File: config.mk
export PLATFORM = sky130hd
export DESIGN_NAME = three_rotor_cipher_flat
export DESIGN_NICKNAME = d
export VERILOG_FILES = /design/src/hw/rtl/trc_pkg.sv /design/src/hw/rtl/trc_if.sv /design/src/hw/rtl/trc_regs.sv /design/src/hw/rtl/trc_rotor_ctrl.sv /design/src/hw/rtl/trc_datapath.sv /design/src/hw/rtl/three_rotor_cipher.sv /design/src/flat_wrapper.sv
export SDC_FILE = /design/constraint.sdc
export NUM_CORES = 1
export LEC_CHECK = 0
export ABC_AREA = 1
export BUFFER_PORTS_ARGS = -buffer_cell sky130_fd_sc_hd__buf_2
export CAP_MARGIN = 15
export CORE_UTILIZATION = 30
export DETAILED_ROUTE_END_ITERATION = 6
export PLACE_DENSITY = 0.55
export SETUP_SLACK_MARGIN = 0.3
export SYNTH_ARGS = -nofsm -noshare
export SYNTH_HDL_FRONTEND = slang
export SYNTH_SLANG_ARGS = --single-unit
File: constraint.sdc
create_clock -name clk -period 20.8 [get_ports clk]
set_input_delay 4.16 -clock clk [delete_from_list [all_inputs] [get_ports clk]]
set_output_delay 4.16 -clock clk [all_outputs]
set_load 0.02 [all_outputs]
File: src/hw/rtl/trc_pkg.sv
`timescale 1ns / 1ps

package trc_pkg;

  localparam int unsigned LETTERS = 26;
  localparam int unsigned ADDR_W  = 4;
  localparam int unsigned DATA_W  = 32;
  localparam logic [4:0]  POS_LAST = 5'(LETTERS - 1);

  typedef enum logic [1:0] {
    REG_ROTOR_ORDER  = 2'd0,
    REG_START_FAST   = 2'd1,
    REG_START_MIDDLE = 2'd2,
    REG_START_SLOW   = 2'd3
  } trc_reg_t;

  typedef enum logic [2:0] {
    ORDER_123 = 3'd0,
    ORDER_213 = 3'd1,
    ORDER_231 = 3'd2,
    ORDER_312 = 3'd3,
    ORDER_321 = 3'd4,
    ORDER_132 = 3'd5
  } trc_order_t;

  typedef enum logic [1:0] {
    WHEEL_I   = 2'd0,
    WHEEL_II  = 2'd1,
    WHEEL_III = 2'd2
  } trc_wheel_t;

  typedef struct packed {
    logic [2:0] rotor_order;
    logic [4:0] start_fast;
    logic [4:0] start_middle;
    logic [4:0] start_slow;
  } trc_cfg_t;

  typedef struct packed {
    logic [4:0] fast;
    logic [4:0] middle;
    logic [4:0] slow;
  } trc_pos_t;

  typedef struct packed {
    logic step;
    logic load;
  } trc_ev_t;

  typedef struct packed {
    trc_wheel_t fast;
    trc_wheel_t middle;
    trc_wheel_t slow;
  } trc_wheels_t;

  localparam logic [4:0] FWD_I [LETTERS] = '{
    5'd21, 5'd4, 5'd19, 5'd0, 5'd1, 5'd25, 5'd10, 5'd23, 5'd20, 5'd8, 5'd16, 5'd18, 5'd5,
    5'd9, 5'd3, 5'd11, 5'd22, 5'd7, 5'd14, 5'd2, 5'd13, 5'd12, 5'd24, 5'd17, 5'd6, 5'd15
  };
  localparam logic [4:0] INV_I [LETTERS] = '{
    5'd3, 5'd4, 5'd19, 5'd14, 5'd1, 5'd12, 5'd24, 5'd17, 5'd9, 5'd13, 5'd6, 5'd15, 5'd21,
    5'd20, 5'd18, 5'd25, 5'd10, 5'd23, 5'd11, 5'd2, 5'd8, 5'd0, 5'd16, 5'd7, 5'd22, 5'd5
  };
  localparam logic [4:0] FWD_II [LETTERS] = '{
    5'd10, 5'd2, 5'd20, 5'd12, 5'd22, 5'd8, 5'd6, 5'd15, 5'd18, 5'd9, 5'd14, 5'd13, 5'd7,
    5'd5, 5'd19, 5'd23, 5'd11, 5'd4, 5'd24, 5'd1, 5'd21, 5'd17, 5'd16, 5'd0, 5'd25, 5'd3
  };
  localparam logic [4:0] INV_II [LETTERS] = '{
    5'd23, 5'd19, 5'd1, 5'd25, 5'd17, 5'd13, 5'd6, 5'd12, 5'd5, 5'd9, 5'd0, 5'd16, 5'd3,
    5'd11, 5'd10, 5'd7, 5'd22, 5'd21, 5'd8, 5'd14, 5'd2, 5'd20, 5'd4, 5'd15, 5'd18, 5'd24
  };
  localparam logic [4:0] FWD_III [LETTERS] = '{
    5'd10, 5'd7, 5'd18, 5'd2, 5'd23, 5'd1, 5'd11, 5'd13, 5'd25, 5'd4, 5'd8, 5'd24, 5'd22,
    5'd5, 5'd14, 5'd20, 5'd16, 5'd9, 5'd21, 5'd17, 5'd19, 5'd15, 5'd0, 5'd6, 5'd3, 5'd12
  };
  localparam logic [4:0] INV_III [LETTERS] = '{
    5'd22, 5'd5, 5'd3, 5'd24, 5'd9, 5'd13, 5'd23, 5'd1, 5'd10, 5'd17, 5'd0, 5'd6, 5'd25,
    5'd7, 5'd14, 5'd21, 5'd16, 5'd19, 5'd2, 5'd20, 5'd15, 5'd18, 5'd12, 5'd4, 5'd11, 5'd8
  };
  localparam logic [4:0] PLUG [LETTERS] = '{
    5'd1, 5'd0, 5'd3, 5'd2, 5'd5, 5'd4, 5'd6, 5'd14, 5'd15, 5'd16, 5'd17, 5'd18, 5'd19,
    5'd13, 5'd7, 5'd8, 5'd9, 5'd10, 5'd11, 5'd12, 5'd20, 5'd25, 5'd22, 5'd23, 5'd24, 5'd21
  };

  function automatic logic [4:0] fold26(input logic [4:0] v);
    return (v >= 5'(LETTERS)) ? v - 5'(LETTERS) : v;
  endfunction

  function automatic logic [4:0] add26(input logic [4:0] a, input logic [4:0] b);
    logic [5:0] s;
    s = {1'b0, a} + {1'b0, b};
    return (s >= 6'(LETTERS)) ? 5'(s - 6'(LETTERS)) : s[4:0];
  endfunction

  function automatic logic [4:0] sub26(input logic [4:0] a, input logic [4:0] b);
    logic [5:0] d;
    d = {1'b0, a} + 6'(LETTERS) - {1'b0, b};
    return (a >= b) ? a - b : d[4:0];
  endfunction

  function automatic logic [4:0] plug_swap(input logic [4:0] x);
    return PLUG[x];
  endfunction

  function automatic logic [4:0] reflect(input logic [4:0] x);
    return add26(x, 5'd13);
  endfunction

  function automatic logic [4:0] rotor_fwd(input trc_wheel_t w, input logic [4:0] x,
                                           input logic [4:0] p);
    logic [4:0] i;
    logic [4:0] r;
    i = add26(x, p);
    unique case (w)
      WHEEL_I:   r = FWD_I[i];
      WHEEL_II:  r = FWD_II[i];
      WHEEL_III: r = FWD_III[i];
      default:   r = FWD_I[i];
    endcase
    return r;
  endfunction

  function automatic logic [4:0] rotor_back(input trc_wheel_t w, input logic [4:0] y,
                                            input logic [4:0] p);
    logic [4:0] i;
    unique case (w)
      WHEEL_I:   i = INV_I[y];
      WHEEL_II:  i = INV_II[y];
      WHEEL_III: i = INV_III[y];
      default:   i = INV_I[y];
    endcase
    return sub26(i, p);
  endfunction

  function automatic trc_wheels_t order_wheels(input logic [2:0] order);
    trc_wheels_t w;
    unique case (trc_order_t'(order))
      ORDER_123: w = '{WHEEL_I,   WHEEL_II,  WHEEL_III};
      ORDER_213: w = '{WHEEL_II,  WHEEL_I,   WHEEL_III};
      ORDER_231: w = '{WHEEL_II,  WHEEL_III, WHEEL_I};
      ORDER_312: w = '{WHEEL_III, WHEEL_I,   WHEEL_II};
      ORDER_321: w = '{WHEEL_III, WHEEL_II,  WHEEL_I};
      ORDER_132: w = '{WHEEL_I,   WHEEL_III, WHEEL_II};
      default:   w = '{WHEEL_I,   WHEEL_II,  WHEEL_III};
    endcase
    return w;
  endfunction

endpackage

File: src/hw/rtl/trc_if.sv
`timescale 1ns / 1ps

interface trc_in_if;
  logic       valid;
  logic       ready;
  logic       kind;
  logic [4:0] letter_in;

  modport source (output valid, output kind, output letter_in, input ready);
  modport sink (input valid, input kind, input letter_in, output ready);
endinterface

interface trc_out_if;
  logic       valid;
  logic       ready;
  logic [4:0] letter_out;

  modport source (output valid, output letter_out, input ready);
  modport sink (input valid, input letter_out, output ready);
endinterface

File: src/hw/rtl/trc_regs.sv
`timescale 1ns / 1ps

module trc_regs (
  input  logic                        clk,
  input  logic                        rst,
  input  logic                        psel,
  input  logic                        penable,
  input  logic                        pwrite,
  input  logic [trc_pkg::ADDR_W-1:0]  paddr,
  input  logic [trc_pkg::DATA_W-1:0]  pwdata,
  output logic [trc_pkg::DATA_W-1:0]  prdata,
  output logic                        pready,
  output trc_pkg::trc_cfg_t           cfg
);

  logic             wr_en;
  trc_pkg::trc_reg_t sel;

  assign pready = 1'b1;
  assign wr_en  = psel && penable && pwrite;
  assign sel    = trc_pkg::trc_reg_t'(paddr[3:2]);

  always_ff @(posedge clk) begin
    if (rst) begin
      cfg <= '0;
    end else if (wr_en) begin
      unique case (sel)
        trc_pkg::REG_ROTOR_ORDER:  cfg.rotor_order  <= pwdata[2:0];
        trc_pkg::REG_START_FAST:   cfg.start_fast   <= pwdata[4:0];
        trc_pkg::REG_START_MIDDLE: cfg.start_middle <= pwdata[4:0];
        trc_pkg::REG_START_SLOW:   cfg.start_slow   <= pwdata[4:0];
      endcase
    end
  end

  always_comb begin
    unique case (sel)
      trc_pkg::REG_ROTOR_ORDER:  prdata = {29'd0, cfg.rotor_order};
      trc_pkg::REG_START_FAST:   prdata = {27'd0, cfg.start_fast};
      trc_pkg::REG_START_MIDDLE: prdata = {27'd0, cfg.start_middle};
      trc_pkg::REG_START_SLOW:   prdata = {27'd0, cfg.start_slow};
    endcase
  end

endmodule

File: src/hw/rtl/trc_rotor_ctrl.sv
`timescale 1ns / 1ps

module trc_rotor_ctrl (
  input  logic               clk,
  input  logic               rst,
  input  trc_pkg::trc_cfg_t  cfg,
  input  trc_pkg::trc_ev_t   ev,
  output trc_pkg::trc_pos_t  pos
);

  trc_pkg::trc_pos_t pos_next;

  always_comb begin
    pos_next = pos;
    if (ev.load) begin
      pos_next.fast   = trc_pkg::fold26(cfg.start_fast);
      pos_next.middle = trc_pkg::fold26(cfg.start_middle);
      pos_next.slow   = trc_pkg::fold26(cfg.start_slow);
    end else if (ev.step) begin
      if (pos.fast == trc_pkg::POS_LAST) begin
        pos_next.fast = '0;
        if (pos.middle == trc_pkg::POS_LAST) begin
          pos_next.middle = '0;
          pos_next.slow   = (pos.slow == trc_pkg::POS_LAST) ? 5'd0 : pos.slow + 5'd1;
        end else begin
          pos_next.middle = pos.middle + 5'd1;
        end
      end else begin
        pos_next.fast = pos.fast + 5'd1;
      end
    end
  end

  always_ff @(posedge clk) begin
    if (rst) begin
      pos <= '0;
    end else begin
      pos <= pos_next;
    end
  end

endmodule

File: src/hw/rtl/trc_datapath.sv
`timescale 1ns / 1ps

module trc_datapath (
  input  logic               clk,
  input  logic               rst,
  trc_in_if.sink             item,
  trc_out_if.source          result,
  input  logic [2:0]         rotor_order,
  input  trc_pkg::trc_pos_t  pos,
  output trc_pkg::trc_ev_t   ev
);

  logic              s1_valid;
  logic [4:0]        s1_letter;
  trc_pkg::trc_pos_t s1_pos;
  logic              out_valid;
  logic [4:0]        out_letter;
  logic              s1_adv;
  logic              acc;
  trc_pkg::trc_wheels_t wh;
  logic [4:0]        x0, x1, x2, x3, x4, x5, x6, x7, x8;

  assign s1_adv     = !out_valid || result.ready;
  assign item.ready = !s1_valid || s1_adv;
  assign acc        = item.valid && item.ready;
  assign ev.step    = acc && !item.kind;
  assign ev.load    = acc && item.kind;

  assign result.valid      = out_valid;
  assign result.letter_out = out_letter;

  always_ff @(posedge clk) begin
    if (rst) begin
      s1_valid <= 1'b0;
    end else if (item.ready) begin
      s1_valid <= ev.step;
    end
  end

  always_ff @(posedge clk) begin
    if (ev.step) begin
      s1_letter <= trc_pkg::fold26(item.letter_in);
      s1_pos    <= pos;
    end
  end

  always_comb begin
    wh = trc_pkg::order_wheels(rotor_order);
    x0 = trc_pkg::plug_swap(s1_letter);
    x1 = trc_pkg::rotor_fwd(wh.fast, x0, s1_pos.fast);
    x2 = trc_pkg::rotor_fwd(wh.middle, x1, s1_pos.middle);
    x3 = trc_pkg::rotor_fwd(wh.slow, x2, s1_pos.slow);
    x4 = trc_pkg::reflect(x3);
    x5 = trc_pkg::rotor_back(wh.slow, x4, s1_pos.slow);
    x6 = trc_pkg::rotor_back(wh.middle, x5, s1_pos.middle);
    x7 = trc_pkg::rotor_back(wh.fast, x6, s1_pos.fast);
    x8 = trc_pkg::plug_swap(x7);
  end

  always_ff @(posedge clk) begin
    if (rst) begin
      out_valid <= 1'b0;
    end else if (s1_adv) begin
      out_valid <= s1_valid;
    end
  end

  always_ff @(posedge clk) begin
    if (s1_adv && s1_valid) begin
      out_letter <= x8;
    end
  end

endmodule

File: src/hw/rtl/three_rotor_cipher.sv
`timescale 1ns / 1ps

// channel  dir  payload               accepted when
// item     in   kind, letter_in       item.valid && item.ready
// result   out  letter_out            result.valid && result.ready
// apb      in   paddr, pwdata, prdata psel && penable && pwrite (pready = 1)
//
// One transaction per cycle while the result is not stalled; an accepted letter goes to the input register first.
// The rotor path is combinational between the input register and the result register.
// Restart transactions reload the positions and produce no result.
// A stalled result holds; the input register keeps taking transactions while it is free.
// Reset clears control, the configuration registers and all positions to 0; the letter registers are not reset.

module three_rotor_cipher (
  input  logic                        clk,
  input  logic                        rst,
  trc_in_if.sink                      item,
  trc_out_if.source                   result,
  input  logic                        psel,
  input  logic                        penable,
  input  logic                        pwrite,
  input  logic [trc_pkg::ADDR_W-1:0]  paddr,
  input  logic [trc_pkg::DATA_W-1:0]  pwdata,
  output logic [trc_pkg::DATA_W-1:0]  prdata,
  output logic                        pready
);

  trc_pkg::trc_cfg_t cfg;
  trc_pkg::trc_pos_t pos;
  trc_pkg::trc_ev_t  ev;

  trc_regs u_regs (
    .clk     (clk),
    .rst     (rst),
    .psel    (psel),
    .penable (penable),
    .pwrite  (pwrite),
    .paddr   (paddr),
    .pwdata  (pwdata),
    .prdata  (prdata),
    .pready  (pready),
    .cfg     (cfg)
  );

  trc_rotor_ctrl u_rotor_ctrl (
    .clk (clk),
    .rst (rst),
    .cfg (cfg),
    .ev  (ev),
    .pos (pos)
  );

  trc_datapath u_datapath (
    .clk         (clk),
    .rst         (rst),
    .item        (item),
    .result      (result),
    .rotor_order (cfg.rotor_order),
    .pos         (pos),
    .ev          (ev)
  );

endmodule

File: src/flat_wrapper.sv
// flat-port wrapper written by rule: the top's interface ports become plain ports
module three_rotor_cipher_flat 
  (clk, rst, psel, penable, pwrite, paddr, pwdata, prdata, pready, item_valid, item_kind, item_letter_in, item_ready, result_valid, result_letter_out, result_ready);
  trc_in_if item_i ();
  trc_out_if result_i ();
  input  logic clk;
  input  logic rst;
  input  logic psel;
  input  logic penable;
  input  logic pwrite;
  input  logic [trc_pkg::ADDR_W-1:0] paddr;
  input  logic [trc_pkg::DATA_W-1:0] pwdata;
  output logic [trc_pkg::DATA_W-1:0] prdata;
  output logic pready;
  input wire logic [$bits(item_i.valid)-1:0] item_valid;
  input wire logic [$bits(item_i.kind)-1:0] item_kind;
  input wire logic [$bits(item_i.letter_in)-1:0] item_letter_in;
  output wire logic [$bits(item_i.ready)-1:0] item_ready;
  output wire logic [$bits(result_i.valid)-1:0] result_valid;
  output wire logic [$bits(result_i.letter_out)-1:0] result_letter_out;
  input wire logic [$bits(result_i.ready)-1:0] result_ready;
  assign item_i.valid = item_valid;
  assign item_i.kind = item_kind;
  assign item_i.letter_in = item_letter_in;
  assign item_ready = item_i.ready;
  assign result_valid = result_i.valid;
  assign result_letter_out = result_i.letter_out;
  assign result_i.ready = result_ready;
  three_rotor_cipher u_core (.clk(clk), .rst(rst), .item(item_i), .result(result_i), .psel(psel), .penable(penable), .pwrite(pwrite), .paddr(paddr), .pwdata(pwdata), .prdata(prdata), .pready(pready));
endmodule
==> Word-level counts from Yosys, hierarchy flattened <==
Memories as Yosys holds them, arrays and structs flattened. A register that Yosys moved wholly into a read port is not among the register bits.
Index checks and enable logic that the tools add are counted.
{ "classes": {"addsub": 24, "n_mul": 0, "n_div": 0, "order_cmp": 18, "eq_ne": 17, "shift": 0, "muxes": 64, "bitwise_logic": 8, "n_reduce_logical": 21} }
{ "ops": {"columns": ["cell", "count"], "rows": [
  ["$mux W5", 53],
  ["$pmux W32 S4", 1],
  ["$pmux W5 S2", 6],
  ["$not A5 Y6", 8],
  ["$ge A6 B6 Y1 const B", 7],
  ["$sub A5 B5 Y5 const B", 8],
  ["$mux W15", 2],
  ["$pmux W6 S5", 1],
  ["$sub A5 B5 Y5", 6],
  ["$ge A6 B5 Y1 const B", 4],
  ["$ge A5 B5 Y1 const B", 4],
  ["$add A5 B5 Y6", 3],
  ["$add A5 B1 Y5 const B", 3],
  ["$add A5 B5 Y5 const B", 3],
  ["$eq A5 B5 Y1 const B", 3],
  ["$ge A5 B5 Y1", 3],
  ["$eq A2 B2 Y1 const B", 5],
  ["$mux W10", 1],
  ["$reduce_and A2 Y1", 5],
  ["$eq A2 B1 Y1 const B", 4],
  ["$add A5 B4 Y6 const B", 1],
  ["$eq A3 B2 Y1 const B", 2],
  ["$eq A3 B3 Y1 const B", 2],
  ["$logic_and A1 B1 Y1", 6],
  ["6 further kinds", 11]
]} }
{ "totals": {"ff_bits": 55, "latch_bits": 0, "ramBits": 0, "romBits": 3200, "input_bits": 49, "output_inout_bits": 40, "wordCells": 185, "memories": 20} }
{ "memory_table": {"columns": ["memory", "depth", "word_bits", "rd", "rd_ports_with_merged_regs", "wr", "line_no", "rtl"], "rows": [
  ["(no name shown)", 32, 5, 1, 1, 0, "trc_pkg.sv:102", "return PLUG[x];"],
  ["(no name shown)", 32, 5, 1, 0, 0, "trc_pkg.sv:130", "default: i = INV_I[y];"],
  ["(no name shown)", 32, 5, 1, 0, 0, "trc_pkg.sv:129", "WHEEL_III: i = INV_III[y];"],
  ["(no name shown)", 32, 5, 1, 0, 0, "trc_pkg.sv:128", "WHEEL_II: i = INV_II[y];"],
  ["(no name shown)", 32, 5, 1, 0, 0, "trc_pkg.sv:130", null],
  ["(no name shown)", 32, 5, 1, 0, 0, "trc_pkg.sv:129", null],
  ["+14 memories", null, null, null, null, null, null, null]
]} }

==> Logic depth before layout (Yosys ltp) <==
Gate-level depths: netlist of the first run.
{ "depth": {"depth_word": 56, "ltp_mapped": 132, "mapped_depth_nobuf": 131} }

==> By module <==
From an unflattened synthesis of the first run, not the netlist that was laid out.
{ "hier_totals": {"cells_unflattened": 1776, "hier_area_um2": 10930.5} }
{ "by_module_without_submodules": {"columns": ["mod", "instances", "cells_each", "area_per_inst_um2", "seq_area_each_um2"], "rows": [
  ["trc_datapath", 1, 1398, 8500.7, 790.8],
  ["trc_rotor_ctrl", 1, 209, 1327.5, 300.3],
  ["trc_regs", 1, 169, 1102.3, 360.3]
]} }

==> Least setup slack after synthesis of the first run <==
No wires, ideal clock.
{ "synth_path": {"path_kind": "reg2reg", "from": "register u_core.u_datapath.s1_letter[0]", "to": "register u_core.u_datapath.out_letter[1] (netlist: u_core.u_datapath.result.letter_out[1]), data pin", "setup_ns": 0.258, "t_arrival_ns": 17.780, "t_required_ns": 20.542, "setup_slack_ns": 2.762, "stages_incl_launch_ff": 113, "n_path_buf": 0, "synth_period_minus_slack_ns": 18.038, "cell_sequence": "edfxtp_1 > inv_1 > ha_1 > or2_2 > a32o_1 > ha_1 > nand2_1 > nor2_1 > a211oi_1 > or2_2 > nand2_1 > a21oi_1 > inv_1 > a21oi_1 > xor2_1 > inv_1 > ha_1 > nor2_1 > [77 not listed] > ha_1 > inv_1 > nor2_1 > o31ai_1 > o221a_2 > a21oi_1 > o21ai_0 > ha_1 > a21oi_1 > nor2_1 > a211oi_1 > nand3_1 > xnor2_1 > inv_1 > ha_1 > o21ai_0 > o21ai_0 > nand2_1"} }
{ "synth_via": {"elab_chain_cells": 56, "elab_cells_between_ends": 102, "classes_between": "add/sub: 17; order compare: 7; mux: 51; bitwise: 8; memory: 19"} }
{ "synth_rtl": {"columns": ["element", "line_no", "rtl"], "rows": [
  ["start, declared", "trc_datapath.sv:14", "logic [4:0] s1_letter;"],
  ["start signal, assigned", "trc_datapath.sv:42", "s1_letter <= trc_pkg::fold26(item.letter_in);"],
  ["$not A5 Y6 (not written as such) *", "trc_pkg.sv:102", null],
  ["$mem_v2 Z32 W5 *", null, null],
  ["$mux W5 (not written as such) * (2 in a row)", "trc_pkg.sv:102", null],
  ["$add A5 B5 Y6 *", "trc_pkg.sv:91", "s = {1'b0, a} + {1'b0, b};"],
  ["$sub A5 B5 Y5 / $ge A6 B5 Y1 (equally long branches)", "trc_pkg.sv:92", "return (s >= 6'(LETTERS)) ? 5'(s - 6'(LETTERS)) : s[4:0];"],
  ["$mux W5 *", "trc_pkg.sv:92", null],
  ["$not A5 Y6 (not written as such) *", null, null],
  ["$mem_v2 Z32 W5 (on tied branches)", null, null],
  ["[38 not listed]", null, null],
  ["$not A5 Y6 (not written as such) *", null, null],
  ["$mem_v2 Z32 W5 (on tied branches)", null, null],
  ["$mux W5 (on tied branches) (2 in a row)", "trc_pkg.sv:130, trc_pkg.sv:128, trc_pkg.sv:129", null],
  ["$pmux W5 S2 *", "trc_pkg.sv:126", "unique case (w)"],
  ["$add A5 B5 Y5", "trc_pkg.sv:97", "d = {1'b0, a} + 6'(LETTERS) - {1'b0, b};"],
  ["$sub A5 B5 Y5", "trc_pkg.sv:97", null],
  ["$mux W5 *", "trc_pkg.sv:98", "return (a >= b) ? a - b : d[4:0];"],
  ["$not A5 Y6 (not written as such) *", "trc_pkg.sv:102", null],
  ["end, declared", "trc_datapath.sv:17", "logic [4:0] out_letter;"]
]} }
Mark *: on every way between the ends. The rest lies on a longest branch, timed or not. The select of a mux whose other input is x is not followed.
A chain may end at the register's enable or synchronous reset.

==> Final worst setup path of the first run <==
{ "layout_path": {"from": "register u_core.u_datapath.s1_letter[1]", "to": "register u_core.u_datapath.out_letter[0] (netlist: u_core.u_datapath.result.letter_out[0]), data pin"} }
Same word-level chain as after synthesis.

==> metrics.txt, run 1 <==
status complete, no violations; final wirelength 29.59 mm; Worst EP required 20.86 ns; Syn Inst Count 1679; Ys Warns 0; worst reg2reg path depth 118; via count 11.49k; Setup WS post-layout 1.856 ns; Crit. End Element register; NumNets Final 1986; Layout area overhead 16.34%; vias in the first global route 10.42k; Cell Rows 68; Slew HR 0.4918; Hold Crit Depth 0; CP max stage cell edfxtp_1; r2r startpoint u_core.u_datapath.s1_letter[1]; biggest area consumer among synthesized cells ha_1; Worst Path Max Fanout 9; post-synthesis async set-or-reset flop share 0; Starting Density 0.3056; initial antenna violation count 0; Top FF cell, synth dfxtp_1; GR peak layer met2; top-count cell post-synth nand2_1; Seq/Total Area, Yosys 0.1372; CTS H-tree lvls 3; max-cap violations 0; clk_skew 0.007569 ns; detailed placement HPWL 23.35 mm; pin count of the biggest net entering global routing 29; Final Critical Period 18.94 ns; Post-Syn Area 0.01058 sq mm; Area contributors post-synth ha_1, nand2_1, inv_1; Worst path max stage delay 0.47 ns; initial drt markers 866; Avg Synthesized Cell Area 6.302 sq um; Tightest Hold Check Type reg2reg; flop2flop setup slack 1.86 ns; actual slew at the worst max-slew pin 0.7614 ns; most common library cells after synthesis nand2_1, inv_1, nand3_1; Via density 5.089; DRC viols 0; WP data arrival 19.01 ns; latest clock arrival within the worst-skew pair 0.33 ns; Clk pin slew, worst setup/hold paths 0.05 ns; Fin Setup TNS 0 ns; crit path kind reg2reg; # diodes 0; end of the critical path u_core.u_datapath.result.letter_out[0]; synth unique cells 64; Die X 189.8 microns; met1 Usage GRT 0.2325; root buffer cell clkbuf_16; post-layout util 0.3555; IO Pins 89; Die ar. 0.03603 sq mm; Setup-failing EPs final 0; RSZ-0062 raised after global routing yes; M3 GR Usage 0.01144; Startpoint Class register; clock buffer depth 2; die height 189.8 microns; FMAX 0.05279 GHz; first-pass GRT wire length 49.42 mm; detailed-router iteration count before antenna repair 5; Final Cycle Share 0.9107; Final Hold Fails 0; Post-synth EDFFs 25; register bit total from synthesis 60; Slew Viols, Final 0; Core ar. 0.03463 sq mm; r2r endpoint u_core.u_datapath.result.letter_out[0]; area share of the largest cell type after synthesis 0.1502; CP most frequent cell inv_1; Inserted Clock Buffers 9; port bufs 31; CTS Hold Bufs 0; share of cells above drive strength 1 0.1431; crit path from u_core.u_datapath.s1_letter[1]; hold_ws 0.4598 ns; GRT Residual Overflow 0; met2 Track Usage GR 0.2604; DP Worst Slack 1.102 ns; total track usage 0.1621; ANT nets after route 0; GP Congestion 0.9039; Routed WL per cell 13.10 microns; clock sink count 60; TritonCTS clock tree done
[state kept, by name, summed over array words and instances (netlist names)]
| register | flops |
|---|---|
| u_core.u_regs.cfg | 18 |
| u_core.u_datapath.result.letter_out | 5 |
| u_core.u_datapath.result.valid | 1 |
| u_core.u_datapath.s1_valid | 1 |
| u_core.u_datapath.s1_pos | 15 |
| u_core.u_datapath.s1_letter | 5 |
| u_core.u_rotor_ctrl.pos | 15 |
[final cells by class]
cell class / count / area [sq um]
Sequential cell: 60 / 1451
Multi-Input combinational cell: 1327 / 7933
Tap cell: 455 / 569.3
Clock buffer: 9 / 225.2
Timing Repair Buffer: 160 / 1131
Clock inverter: 7 / 90.09
Inverter: 240 / 910.9
Fill cell: 3739 / 22320
[metal layers]
| layer | up-vias | share of wire |
|---|---|---|
| li1 | 5863 | - |
| met1 | 5200 | 0.49 |
| met2 | 390 | 0.44 |
| met3 | 37 | 0.049 |
| met4 | 0 | 0.012 |
| met5 | - | 0 |
[cells by family after synthesis]
family / synth area share
AO/OA/AOI/OAI: 0.2218
XOR/XNOR: 0.02897
adder cells (fa/ha/maj): 0.1729
buffers and inverters: 0.1311
flip-flops: 0.1372
multiplexers: 0.001892
other: 0.0007097
AND/OR/NAND/NOR: 0.3054
[critical path, delay by kind of cell (launching register included)]
family	cells	cell delay, ns
DFF	1	0.47
AOI/OAI and AO/OA	27	5.04
adders and majority gates	16	4.80
and+or+nand+nor	43	4.50
xor gates and xnor gates	6	1.23
buffers and inverters	26	2.57
[cell usage in the layout, fill, tap and decap left out, types with 6 or more instances in the layout]
cell       instances
nor2_1           132
nand2_1          349
nand2_2           22
dfxtp_1           35
inv_1            224
conb_1            28
o21ai_0          126
o211ai_1          29
xor2_1            19
nand3_1          152
or2_2             12
nand4_1           17
buf_2             31
o21ai_1           15
o21a_1             6
ha_1             126
a31oi_1           24
o31ai_1           11
nor3_1            20
nand2_4            7
xnor2_1           13
a221oi_1           7
edfxtp_1          25
o221ai_1           7
fa_1              12
buf_4            128
inv_2              8
clkbuf_16          9
nand3_2            6
a21oi_1          106
o22ai_1           12
a211oi_1           9
[repair_timing]
item                                    in CTS  in global routing
buffers inserted                             0                  6
resized for setup                            0                 22
endpoints found under the setup margin       0                  5
[worst min path at each step]
stage / slack, ns / endpoint / startpoint
5_1_grt: 0.47 / u_core.u_datapath.s1_pos[11] / u_core.u_rotor_ctrl.pos[11]
3_5_place_dp: 0.45 / u_core.u_datapath.s1_pos[11] / u_core.u_rotor_ctrl.pos[11]
6_report: 0.46 / u_core.u_datapath.s1_pos[11] / u_core.u_rotor_ctrl.pos[11]
3_3_place_gp: 0.45 / u_core.u_datapath.s1_pos[11] / u_core.u_rotor_ctrl.pos[11]
4_1_cts: 0.46 / u_core.u_datapath.s1_pos[11] / u_core.u_rotor_ctrl.pos[11]
2_1_floorplan: 0.42 / u_core.u_datapath.s1_pos[4] / u_core.u_rotor_ctrl.pos[4]
[per-stage QoR]
| step | cells | cell area [sq um] |
|---|---|---|
| final | 2258 | 12310 |
| after global routing | 2258 | 12310 |
| after CTS | 2251 | 12150 |
| after detailed placement | 2235 | 11840 |
| after global placement | 2235 | 11840 |
| after floorplan | 1705 | 10680 |
Power of run 1 is left out: the tool's default activity adds up to more than one toggle a clock period on the data nets, which glitch-free logic cannot reach.
==> run 2, diff against run 1 <==
--- a/config.mk
+++ b/config.mk
@@ -11,7 +11,9 @@
 export CORE_UTILIZATION = 30
 export DETAILED_ROUTE_END_ITERATION = 6
 export PLACE_DENSITY = 0.55
+export RECOVER_POWER = 25
 export SETUP_SLACK_MARGIN = 0.3
 export SYNTH_ARGS = -nofsm -noshare
 export SYNTH_HDL_FRONTEND = slang
 export SYNTH_SLANG_ARGS = --single-unit
+export TNS_END_PERCENT = 10
==> run 2 against run 1 <==
Maximum frequency up 0.28%. Utilization about the same. Hold slack about the same. Cell area about the same. Critical path type unchanged. Highest routed layer unchanged.
==> metrics.txt, run 2 (synthesis gave the netlist of run 1 again) <==
initial antenna violation count 0 (unchanged); pin count of the biggest net entering global routing 29 (unchanged); CP most frequent cell nand2_1; RSZ-0062 raised after global routing yes; commonest non-fill, non-tap cells in the layout nand2_1, inv_1, nand3_1; Die X 189.8 microns (unchanged); r2r startpoint u_core.u_datapath.s1_letter[1]; Slew Viols, Final 0 (unchanged); clock sink count 60 (unchanged); initial drt markers 834 (-3.7%); final wirelength 29.51 mm (-0.28%); Post-Layout Cell Count 2258 (unchanged); port bufs 31 (unchanged); CTS H-tree lvls 3 (unchanged); met2 WL 13.16 mm (about the same); detailed placement HPWL 23.35 mm (unchanged); Starting Density 0.3056 (unchanged); uppermost layer routed met4; DRC viols 0 (unchanged); Core ar. 0.03463 sq mm (unchanged); most common cell after layout, fill and taps aside nand2_1; via count 11.50k (+0.061%); Crit. End Element register; Worst EP required 20.87 ns (about the same); CP max stage cell edfxtp_1; share of cells above drive strength 1 0.1414 (-0.001664); Final Cycle Share 0.9082 (-0.002555); Largest regs u_core.u_regs.cfg (18), u_core.u_datapath.s1_pos (15), u_core.u_rotor_ctrl.pos (15); Setup-failing EPs final 0 (unchanged); Slew HR 0.4902 (-0.001669); GRT Residual Overflow 0 (unchanged); IO Pins 89 (unchanged); GP Congestion 0.9039 (unchanged); TritonCTS clock tree done; vias in the first global route 10.42k (unchanged); Final Critical Period 18.89 ns (-0.05314 ns); Reg with most FFs u_core.u_regs.cfg; Final Hold Fails 0 (unchanged); clock buffer depth 2 (unchanged); DP Worst Slack 1.102 ns (unchanged); max-cap violations 0 (unchanged); clk_skew 0.007409 ns (-0.0001600 ns); NumNets Final 1986 (unchanged); Worst path max stage delay 0.47 ns (about the same); crit path from u_core.u_datapath.s1_letter[1]; flop2flop setup slack 1.91 ns (+0.05 ns); actual slew at the worst max-slew pin 0.7639 ns (+0.002501 ns); Clk pin slew, worst setup/hold paths 0.05 ns (about the same); end of the critical path u_core.u_datapath.result.letter_out[1]; status complete, no violations; FMAX 0.05294 GHz (+0.28%); Fin Setup TNS 0 ns (unchanged); routed wl met3 1.404 mm (-2.2%); Via density 5.092 (about the same); WP data arrival 18.96 ns (-0.05 ns); Tightest Hold Check Type reg2reg; latest clock arrival within the worst-skew pair 0.33 ns (about the same); Layout area overhead 16.29% (about the same); root buffer cell clkbuf_16; Worst Path Max Fanout 9 (unchanged); die height 189.8 microns (unchanged); crit path kind reg2reg; r2r endpoint u_core.u_datapath.result.letter_out[1]; Inserted Clock Buffers 9 (unchanged); Cell Rows 68 (unchanged); Inst Count DP 2235 (unchanged); Routed WL per cell 13.07 microns (-0.28%); Setup WS post-layout 1.910 ns (+0.05314 ns); Metal-1 WL 14.55 mm (-0.49%); Largest register FFs 18 (unchanged); first-pass GRT wire length 49.42 mm (unchanged); ANT nets after route 0 (unchanged); total track usage 0.1621 (unchanged); Startpoint Class register; detailed-router iteration count before antenna repair 5 (unchanged); # diodes 0 (unchanged); worst reg2reg path depth 119 (+0.85%); Die ar. 0.03603 sq mm (unchanged)
-- run 2: cell count changes in the layout (fill, tap and decap cells not counted), sizes merged --
| cell | change |
|---|---|
| clkbuf | +2 |
| buf | -2 |
-- run 2: final cells by class --
cell class	count	area [sq um]
fill	3740	22320
multi-input combinational	1327	7930
sequential	60	1451
timing repair buffer	160	1129
inverter	240	910.9
tap	455	569.3
clock buffer	9	225.2
clock inverter	7	90.09
-- run 2: through the flow --
step                      utilization  area (sq um)  hold slack, ns
after CTS                      0.3510         12150          0.4603
final                          0.3554         12310          0.4598
after global routing           0.3554         12310          0.4693
after global placement         0.3418         11840          0.4476
after floorplan                     -         10680          0.4249
after detailed placement       0.3418         11840          0.4483
-- run 2: critical path, delay by kind of cell, from the launching register on --
kind,cells,cell delay [ns]
simple gates,46,5.15
fa+ha+maj,16,4.77
compound gates,24,4.37
buf+inv,29,3.02
xor+xnor,4,0.87
flops,1,0.47
-- run 2: what timing repair did --
| action | CTS | global route |
|---|---|---|
| endpoints found under the setup margin | 0 | 5 |
| resized for setup | 0 | 21 |
| hold buffers | 0 | 0 |
| setup buffers | 0 | 6 |
-- run 2: worst min-delay path by stage --
stage / start / endpoint / slack (ns) / cells past startpoint
after floorplan: u_core.u_rotor_ctrl.pos[4] / u_core.u_datapath.s1_pos[4] / 0.42 / 0
after global placement: u_core.u_rotor_ctrl.pos[11] / u_core.u_datapath.s1_pos[11] / 0.45 / 0
after detailed placement: u_core.u_rotor_ctrl.pos[11] / u_core.u_datapath.s1_pos[11] / 0.45 / 0
after CTS: u_core.u_rotor_ctrl.pos[11] / u_core.u_datapath.s1_pos[11] / 0.46 / 0
after global routing: u_core.u_rotor_ctrl.pos[11] / u_core.u_datapath.s1_pos[11] / 0.47 / 0
final: u_core.u_rotor_ctrl.pos[11] / u_core.u_datapath.s1_pos[11] / 0.46 / 0
-- run 2: per-layer routing --
metal / vias up / track usage
li1: 5872 / -
met4: 0 / 0.04187
met2: 372 / 0.2604
met5: - / 0
met3: 40 / 0.01144
met1: 5213 / 0.2325
Power of run 2 is left out for the same reason.
==> run 3, diff against run 2 <==
--- a/config.mk
+++ b/config.mk
@@ -8,9 +8,10 @@
 export ABC_AREA = 1
 export BUFFER_PORTS_ARGS = -buffer_cell sky130_fd_sc_hd__buf_2
 export CAP_MARGIN = 15
+export CORE_ASPECT_RATIO = 0.7
 export CORE_UTILIZATION = 30
 export DETAILED_ROUTE_END_ITERATION = 6
-export PLACE_DENSITY = 0.55
+export GPL_TIMING_DRIVEN = 0
 export RECOVER_POWER = 25
 export SETUP_SLACK_MARGIN = 0.3
 export SYNTH_ARGS = -nofsm -noshare
==> run 3 against run 2 <==
The run now ends with DRC left. First-iteration DRC count rose by 51%. Via count about the same. Worst setup slack lost 0.22 ns. Sequential share of layout area grew 0.096 points. Routed wire length rose by 2.8%. Sequential cell count is the same. Clock skew down 0.0018 ns. Clock-buffer cell count is 4 higher. Critical path depth fell by 9. Global-route usage rose by 0.18 points. Highest routed layer unchanged.
==> metrics.txt, run 3 (synthesis gave the netlist of run 1 again) <==
initial antenna violation count 0 (unchanged); IO Pins 89 (unchanged); Reg with most FFs u_core.u_regs.cfg; Metal-1 WL 15.55 mm (+6.9%); FMAX 0.05233 GHz (-1.1%); max-cap violations 0 (unchanged); CTS Hold Bufs 0 (unchanged); clk_skew 0.005567 ns (-0.001842 ns); root buffer cell clkbuf_16; Starting Density 0.3047 (-0.0009137); Inserted Clock Buffers 9 (unchanged); first-pass GRT wire length 50.11 mm (+1.4%); RSZ-0062 raised after global routing no; total track usage 0.1639 (+0.001823); TritonCTS clock tree done; vias in the first global route 10.12k (-2.9%); via count 11.49k (-0.070%); met2 WL 12.11 mm (-7.9%); Inst Count DP 2208 (-1.2%); clock buffer depth 2 (unchanged); NumNets Final 1959 (-1.4%); ANT nets after route 0 (unchanged); Layout area overhead 15.36%; fill cell count 3725 (-0.40%); Worst EP required 20.86 ns (about the same); Final Critical Period 19.11 ns (+0.2186 ns); Largest regs u_core.u_regs.cfg (18), u_core.u_datapath.s1_pos (15), u_core.u_rotor_ctrl.pos (15); WP data arrival 19.17 ns (+0.21 ns); Final Cycle Share 0.9187 (+0.01051); detailed-router iteration count before antenna repair 7 (+2); crit path kind reg2reg; CP most frequent cell inv_1; GRT Residual Overflow 0 (unchanged); initial drt markers 1262 (+51%); Post-Layout Cell Count 2248 (-0.44%); Clk pin slew, worst setup/hold paths 0.05 ns (about the same); Worst path max stage delay 0.44 ns (-0.03 ns); Worst Path Max Fanout 10 (+1); detailed placement HPWL 23.75 mm (+1.7%); uppermost layer routed met4; Slew Viols, Final 0 (unchanged); Via density 5.111 (+0.37%); latest clock arrival within the worst-skew pair 0.32 ns (about the same); actual slew at the worst max-slew pin 0.6905 ns (-0.07339 ns); failing checks DRC; Final Hold Fails 0 (unchanged); share of cells above drive strength 1 0.1346 (-0.006859); DRC viols 3 (+3); Die ar. 0.03604 sq mm (about the same); most common cell after layout, fill and taps aside nand2_1; Slew HR 0.5396 (+0.04949); die height 159.1 microns (-16%); Tightest Hold Check Type reg2reg; commonest non-fill, non-tap cells in the layout nand2_1, inv_1, nand3_1; Cell Rows 57 (-16%); status finished with violations; final wirelength 30.32 mm (+2.8%); routed wl met3 2.408 mm (+72%); Largest register FFs 18 (unchanged); GP Congestion 0.9655 (+6.8%); Setup-failing EPs final 0 (unchanged); CTS H-tree lvls 3 (unchanged); # diodes 0 (unchanged); Startpoint Class register; pin count of the biggest net entering global routing 18 (-38%); Crit. End Element register; port bufs 30 (-3.2%); Routed WL per cell 13.49 microns (+3.2%); FF/Latch Area 0.001451 sq mm (unchanged); clock sink count 60 (unchanged); Die X 226.5 microns (+19%); CP max stage cell fa_1; multi-input logic area 0.008117 sq mm (+2.4%); Core ar. 0.03473 sq mm (+0.30%)
[run 3: routing by layer]
| metal | global-route usage | vias up |
|---|---|---|
| met4 | 0.02488 | 0 |
| met1 | 0.2648 | 5135 |
| met2 | 0.2295 | 519 |
| li1 | - | 5801 |
| met5 | 0 | - |
| met3 | 0.01901 | 34 |
[run 3: area by class of cell]
type	count	share of cell area
multi-input cells	1327	0.6649
flip-flops and latches	60	0.1189
inverters	240	0.07452
well taps	472	0.04838
plain buffers	78	0.04141
repair buffers	55	0.02809
clock buffers	13	0.02224
clock inverters	3	0.001538
[run 3: final timing paths]
kind                             startpoint                                     end  slack [ns]  depth (start not counted)
max          u_core.u_datapath.s1_letter[0]  u_core.u_datapath.result.letter_out[2]        1.69                        110
min             u_core.u_rotor_ctrl.pos[11]            u_core.u_datapath.s1_pos[11]        0.46                          0
max reg2reg  u_core.u_datapath.s1_letter[0]  u_core.u_datapath.result.letter_out[2]        1.69                        110
min reg2reg     u_core.u_rotor_ctrl.pos[11]            u_core.u_datapath.s1_pos[11]        0.46                          0
[run 3: critical path: cells and delay by family (launching register included)]
kind / cells / cell delay (ns)
compound gates: 26 / 5.11
xor+xnor: 4 / 0.81
buf+inv: 22 / 2.41
flops: 1 / 0.42
fa+ha+maj: 17 / 4.94
simple gates: 41 / 5.02
[run 3: metrics by stage]
stage | setup TNS (ns) | utilization | cell area, sq um | hold slack (ns) | setup slack (ns)
final | 0 | 0.3515 | 12210 | 0.4555 | 1.691
after global routing | 0 | 0.3515 | 12210 | 0.4747 | 0.1765
after CTS | 0 | 0.3412 | 11850 | 0.4609 | 0.3402
after detailed placement | -6.305 | 0.3293 | 11440 | 0.4475 | -1.385
after global placement | -6.723 | 0.3288 | 11420 | 0.4536 | -1.426
after floorplan | 0 | - | 10680 | 0.4249 | 2.762
[run 3: timing repair]
action / CTS / global route
endpoints found under the setup margin: 5 / 5
pin swaps: 2 / 11
setup buffers: 3 / 21
resized for setup: 20 / 75
cloned: 0 / 0
Power of run 3 is left out for the same reason.
